**config.mk**
```make
export PLATFORM = sky130hd
export DESIGN_NAME = rmfv_cell
export DESIGN_NICKNAME = d
export VERILOG_FILES = /design/src/hw/rtl/rmfv_pkg.sv /design/src/hw/rtl/rmfv_cell.sv
export SDC_FILE = /design/constraint.sdc
export NUM_CORES = 1
export LEC_CHECK = 0
export ABC_AREA = 1
export ABC_CLOCK_PERIOD_IN_PS = 6110
export CAP_MARGIN = 25
export CORE_MARGIN = 5
export CORE_UTILIZATION = 30
export DETAILED_ROUTE_END_ITERATION = 10
export DONT_BUFFER_PORTS = 1
export PLACE_DENSITY = 0.48
export SLEW_MARGIN = 20
export SYNTH_ARGS = -nofsm -noshare
export SYNTH_HDL_FRONTEND = slang
export SYNTH_SLANG_ARGS = --single-unit
```
**constraint.sdc**
```tcl
create_clock -name clk -period 6.11 [get_ports clk]
set_clock_uncertainty 0.05 [all_clocks]
set_input_delay 0 -clock clk [delete_from_list [all_inputs] [get_ports clk]]
set_output_delay 0 -clock clk [all_outputs]
set_load 0.005 [all_outputs]
```
**src/hw/rtl/rmfv_pkg.sv**
```systemverilog
`default_nettype none
// ----------------------------------------------------------------------------
// rmfv_pkg: shared types and constants for the row mode finder
// Item and result layouts, cell control group, default sizing.
// ----------------------------------------------------------------------------
package rmfv_pkg;

    localparam int VALUE_WIDTH      = 32;
    localparam int MODE_COUNT_WIDTH = 7;
    localparam int ROW_CAPACITY     = 64;

    typedef struct packed {
        logic signed [VALUE_WIDTH-1:0] value;
        logic                          last_in_row;
    } item_t;

    typedef struct packed {
        logic signed [VALUE_WIDTH-1:0]  mode_value;
        logic [MODE_COUNT_WIDTH-1:0]    mode_count;
        logic                           empty_row;
        logic                           overflow;
    } result_t;

    // Control broadcast to every cell of the chain
    typedef struct packed {
        logic count_en;  // a counted nonzero item is on the broadcast bus
        logic new_en;    // no cell matched: first free cell takes the item
        logic shift;     // move every cell's contents one place toward the head
    } cell_ctrl_t;

endpackage : rmfv_pkg
`default_nettype wire

```
**src/hw/rtl/rmfv_cell.sv**
```systemverilog
`default_nettype none
// ----------------------------------------------------------------------------
// rmfv_cell: one cell of the value/count chain
// Holds one distinct value and its count, matches the broadcast item and
// hands its contents to the previous cell while the chain drains.
// ----------------------------------------------------------------------------
module rmfv_cell #(
    parameter int COUNT_WIDTH = 7
) (
    input  wire logic                                clk,
    input  wire logic                                rst_n,
    input  wire rmfv_pkg::cell_ctrl_t                ctrl,
    input  wire logic [rmfv_pkg::VALUE_WIDTH-1:0]    bcast_value,
    input  wire logic                                prev_valid,
    input  wire logic                                next_valid,
    input  wire logic [rmfv_pkg::VALUE_WIDTH-1:0]    next_value,
    input  wire logic [COUNT_WIDTH-1:0]              next_count,
    output logic                                     valid,
    output logic [rmfv_pkg::VALUE_WIDTH-1:0]         value,
    output logic [COUNT_WIDTH-1:0]                   count,
    output logic                                     hit
);
    import rmfv_pkg::*;

    logic                   valid_reg, valid_next;
    logic [VALUE_WIDTH-1:0] value_reg, value_next;
    logic [COUNT_WIDTH-1:0] count_reg, count_next;

    assign hit = valid_reg && (value_reg == bcast_value);

    always_comb
    begin
        valid_next = valid_reg;
        value_next = value_reg;
        count_next = count_reg;
        if (ctrl.shift)
        begin
            valid_next = next_valid;
            value_next = next_value;
            count_next = next_count;
        end
        else if (ctrl.count_en && hit)
        begin
            count_next = count_reg + COUNT_WIDTH'(1);
        end
        // valid cells are contiguous from the head, so only the first free one loads
        else if (ctrl.new_en && !valid_reg && prev_valid)
        begin
            valid_next = 1'b1;
            value_next = bcast_value;
            count_next = COUNT_WIDTH'(1);
        end
    end

    always_ff @(posedge clk or negedge rst_n)
    begin
        if (!rst_n)
        begin
            valid_reg <= 1'b0;
            count_reg <= '0;
        end
        else
        begin
            valid_reg <= valid_next;
            count_reg <= count_next;
        end
    end

    always_ff @(posedge clk)
    begin
        value_reg <= value_next;
    end

    assign valid = valid_reg;
    assign value = value_reg;
    assign count = count_reg;

endmodule : rmfv_cell
`default_nettype wire
```
==> impl_metrics.xml <==
<?xml version="1.0" encoding="UTF-8"?>
<metrics>
  <group name="cts">
    <metric name="clkLatencyLatePin" unit="ps">310</metric>
    <metric name="clk_path_buf_depth" unit="">2</metric>
    <metric name="tritoncts_clock_tree" unit="">built</metric>
    <metric name="htree_levels" unit="">2</metric>
    <metric name="cts_made_buffers" unit="">5</metric>
    <metric name="clock_sink_count" unit="">40</metric>
    <metric name="cts.clk_slew.worst_paths" unit="ps">80</metric>
    <metric name="cts.repair.resized" unit="">0</metric>
    <metric name="ctsRootBufferMaster" unit="">sky130_fd_sc_hd__clkbuf_8</metric>
  </group>
  <group name="critical_path">
    <metric name="worst-setup-path-type" unit="">flip-flop to flip-flop</metric>
    <metric name="critPathBufInv" unit="">3</metric>
    <metric name="crit_path_launch_type" unit="">flip-flop</metric>
    <metric name="r2r_end" unit="">count[5]</metric>
    <metric name="worstPathRequired" unit="ps">6250</metric>
    <metric name="crit_path_max_incr_delay" unit="ps">560</metric>
    <metric name="cp_common_cell" unit="">sky130_fd_sc_hd__nand3_1</metric>
    <metric name="worstPathMaxFanout" unit="">15</metric>
    <metric name="worstPathArrival" unit="ps">2830</metric>
    <metric name="worstReg2RegStart" unit="">valid</metric>
    <metric name="timing.critical_path.slowest_stage_cell" unit="">sky130_fd_sc_hd__dlygate4sd3_1</metric>
    <metric name="critical_path.endpoint" unit="">count[5]</metric>
    <metric name="cp-end-kind" unit="">flip-flop</metric>
    <metric name="reg2regPathDepth" unit="">7</metric>
    <metric name="crit_cells" unit="">7</metric>
    <metric name="register_to_register_path_setup_slack" unit="ps">3420</metric>
    <metric name="worstSetupStartpoint" unit="">valid</metric>
    <metric name="timing.critical_path.cells" unit="">inv_1, nand3_1, nand2_1, clkinv_1, nand3_1, nand3_1, dlygate4sd3_1</metric>
    <metric name="critPathTopFamily" unit="">buffers and inverters</metric>
  </group>
  <group name="logic_synthesis">
    <metric name="synth-seq-area-share" unit="%">41.3</metric>
    <metric name="synthesis.nets" unit="">496</metric>
    <metric name="yosys_register_bits" unit="">40</metric>
    <metric name="proportion_of_netlist_area_held_by_the_largest_area_contributor" unit="%">34.1</metric>
    <metric name="postSynthCellCount" unit="">417</metric>
    <metric name="synth_top_area_cell" unit="">sky130_fd_sc_hd__edfxtp_1</metric>
    <metric name="synth.top_cells.by_area" unit="">sky130_fd_sc_hd__edfxtp_1 34%, sky130_fd_sc_hd__nand2_1 22%, sky130_fd_sc_hd__inv_1 8.1%</metric>
    <metric name="synth_area_per_cell" unit="um2">6.75</metric>
    <metric name="ys.warnings.count" unit="">0</metric>
    <metric name="synth_cell_type_count" unit="">23</metric>
    <metric name="total_standard_cell_area_after_synthesis" unit="um2">2810</metric>
  </group>
  <group name="timing">
    <metric name="finalCritPeriodShare" unit="%">44.1</metric>
    <metric name="final.hold.worst_slack" unit="ps">25.2</metric>
    <metric name="finalHoldViolations" unit="">0</metric>
    <metric name="setup_slack" unit="ps">3420</metric>
    <metric name="finalWorstPathRequiredPeriod" unit="ps">2690</metric>
    <metric name="fin_tns_setup" unit="ps">0</metric>
    <metric name="final_max_slew_viol_count" unit="">0</metric>
    <metric name="setup_repair_after_global_routing_missed_its_margin" unit="">no</metric>
    <metric name="max-slew-margin-rel" unit="%">54.3</metric>
    <metric name="setup_viol" unit="">0</metric>
    <metric name="worst_slew_pin_slew" unit="ps">684</metric>
    <metric name="timing.fmax" unit="MHz">371</metric>
  </group>
  <group name="floorplan">
    <metric name="core-area" unit="um2">9200</metric>
    <metric name="die_area" unit="um2">11400</metric>
    <metric name="initial_core_util" unit="%">30.6</metric>
    <metric name="design.portCount" unit="">119</metric>
    <metric name="fp.dieW" unit="um">107</metric>
    <metric name="die_h" unit="um">107</metric>
    <metric name="fp-row-count" unit="">35</metric>
  </group>
  <group name="worst_hold_path">
    <metric name="holdCritPathClass" unit="">input pin to async pin</metric>
  </group>
  <group name="detailed_routing">
    <metric name="via_per_inst" unit="">4.73</metric>
    <metric name="finalWirelength" unit="um">9650</metric>
    <metric name="detailroute.via_count" unit="">2911</metric>
    <metric name="first_pass_iters" unit="">4</metric>
    <metric name="dr.first_iter.drc_count" unit="">144</metric>
    <metric name="drc" unit="">0</metric>
    <metric name="detail_route.wl_per_cell" unit="um">15.7</metric>
    <metric name="drtAntennaViolNets" unit="">0</metric>
  </group>
  <group name="final_layout">
    <metric name="layout-drive-gt1-share" unit="%">2.77</metric>
    <metric name="area_delta_synth_final" unit="%">39.0</metric>
    <metric name="layout_commonest_cell" unit="">sky130_fd_sc_hd__nand2_1</metric>
    <metric name="n_antenna_cell" unit="">0</metric>
    <metric name="mostFrequentLayoutCells" unit="">162 x sky130_fd_sc_hd__nand2_1, 87 x sky130_fd_sc_hd__dlygate4sd3_1, 61 x sky130_fd_sc_hd__inv_1</metric>
    <metric name="largest_reg_flops" unit="">32</metric>
    <metric name="number_of_nets_in_the_layout" unit="">583</metric>
  </group>
  <group name="power_and_ir_drop">
    <metric name="cellPowerDensity" unit="nW/um2">189</metric>
    <metric name="p_leak" unit="nW">1.86</metric>
    <metric name="vdd_ir_drop_max" unit="V">0.0000851</metric>
    <metric name="overall_power_consumption" unit="uW">739</metric>
  </group>
  <group name="global_routing">
    <metric name="grt_pass1_vias" unit="">3035</metric>
    <metric name="global_route.overflow_total" unit="">0</metric>
    <metric name="first_pass_grt_wire_length" unit="um">15300</metric>
    <metric name="grt_antenna_before_repair" unit="">0</metric>
    <metric name="largest_net_degree_at_the_start_of_global_routing" unit="">52</metric>
    <metric name="gr-usage-all-layers" unit="%">17.0</metric>
  </group>
  <group name="placement">
    <metric name="detailedPlace.worstSlack" unit="ps">3940</metric>
    <metric name="dp.final_hpwl" unit="um">6990</metric>
    <metric name="place_congestion" unit="">0.868</metric>
    <metric name="port_buffers" unit="">0</metric>
  </group>
  <group name="job">
    <metric name="maxCapViolations" unit="">0</metric>
  </group>
  <group name="status">
    <metric name="run_status" unit="">completed</metric>
  </group>
</metrics>
==> layer usage <==
layer	vias up	wire length, um	GRT usage [%]
met3	14	834	4.94
met5	-	0	0
met2	92	4360	28.4
met1	1315	4260	21.0
li1	1490	-	-
met4	0	192	5.66
==> kinds of logic (layout without fill, tap and decap cells) <==
kind of cell               after synthesis  after routing  share of synthesized area, %
and+or+nand+nor                        265            265                          39.8
buffers and inverters                   71            159                          9.74
DFF                                     40             40                          41.3
AOI/OAI and AO/OA                       28             28                          4.98
xor gates and xnor gates                12             12                          3.74
adders and majority gates                1              1                         0.445
==> cell usage after synthesis <==
cell type                         count
sky130_fd_sc_hd__nand2_1            162
sky130_fd_sc_hd__inv_1               61
sky130_fd_sc_hd__nor2_1              44
sky130_fd_sc_hd__edfxtp_1            32
sky130_fd_sc_hd__nand3_1             27
sky130_fd_sc_hd__o21ai_0             27
sky130_fd_sc_hd__nand4_1             19
sky130_fd_sc_hd__xnor2_1              9
sky130_fd_sc_hd__dfrtp_1              8
sky130_fd_sc_hd__clkbuf_1             7
sky130_fd_sc_hd__nand3b_1             4
sky130_fd_sc_hd__and2_1               3
sky130_fd_sc_hd__xor2_1               3
sky130_fd_sc_hd__nand2_2              2
sky130_fd_sc_hd__a21oi_1              1
sky130_fd_sc_hd__buf_2                1
sky130_fd_sc_hd__clkdlybuf4s25_2      1
sky130_fd_sc_hd__clkinv_1             1
sky130_fd_sc_hd__ha_1                 1
sky130_fd_sc_hd__nand3_2              1
sky130_fd_sc_hd__nor2_4               1
sky130_fd_sc_hd__nor3_1               1
sky130_fd_sc_hd__or2_2                1
==> what timing repair did <==
action,CTS,global route
endpoints found under the hold margin,48,0
buffers inserted,0,0
hold buffers,88,0
==> layout make-up <==
| cell class | instances | area [um2] |
|---|---|---|
| clock buffer | 8 | 100 |
| inverter | 62 | 233 |
| tap | 111 | 139 |
| fill | 978 | 5290 |
| timing repair buffer | 89 | 898 |
| sequential | 40 | 1160 |
| multi-input combinational | 306 | 1380 |
==> worst min-delay path by stage <==
| stage | to | slack [ps] | startpoint | depth (start not counted) |
|---|---|---|---|---|
| floorplan | count[0] | -350 | rst_n | 0 |
| global placement | count[5] | -350 | rst_n | 0 |
| detailed placement | count[5] | -350 | rst_n | 0 |
| CTS | count[3] | 20 | rst_n | 1 |
| global route | count[3] | 40 | rst_n | 1 |
| finish | count[4] | 30 | rst_n | 1 |
==> stage by stage <==
stage / instances / cell area, um2 / utilization, %
6_report: 616 / 3910 / 42.5
5_1_grt: 616 / 3910 / 42.5
4_1_cts: 616 / 3910 / 42.5
3_5_place_dp: 520 / 2920 / 31.7
3_3_place_gp: 520 / 2920 / 31.7
2_1_floorplan: 417 / 2810 / -
==> report_power, final <==
| group | switching [mW] | internal, mW | leakage (nW) |
|---|---|---|---|
| Sequential | 0.0273 | 0.323 | 0.416 |
| Combinational | 0.0918 | 0.0893 | 1.39 |
| Clock | 0.104 | 0.103 | 0.0515 |
Note: power is estimated with default switching activity, not from simulation.
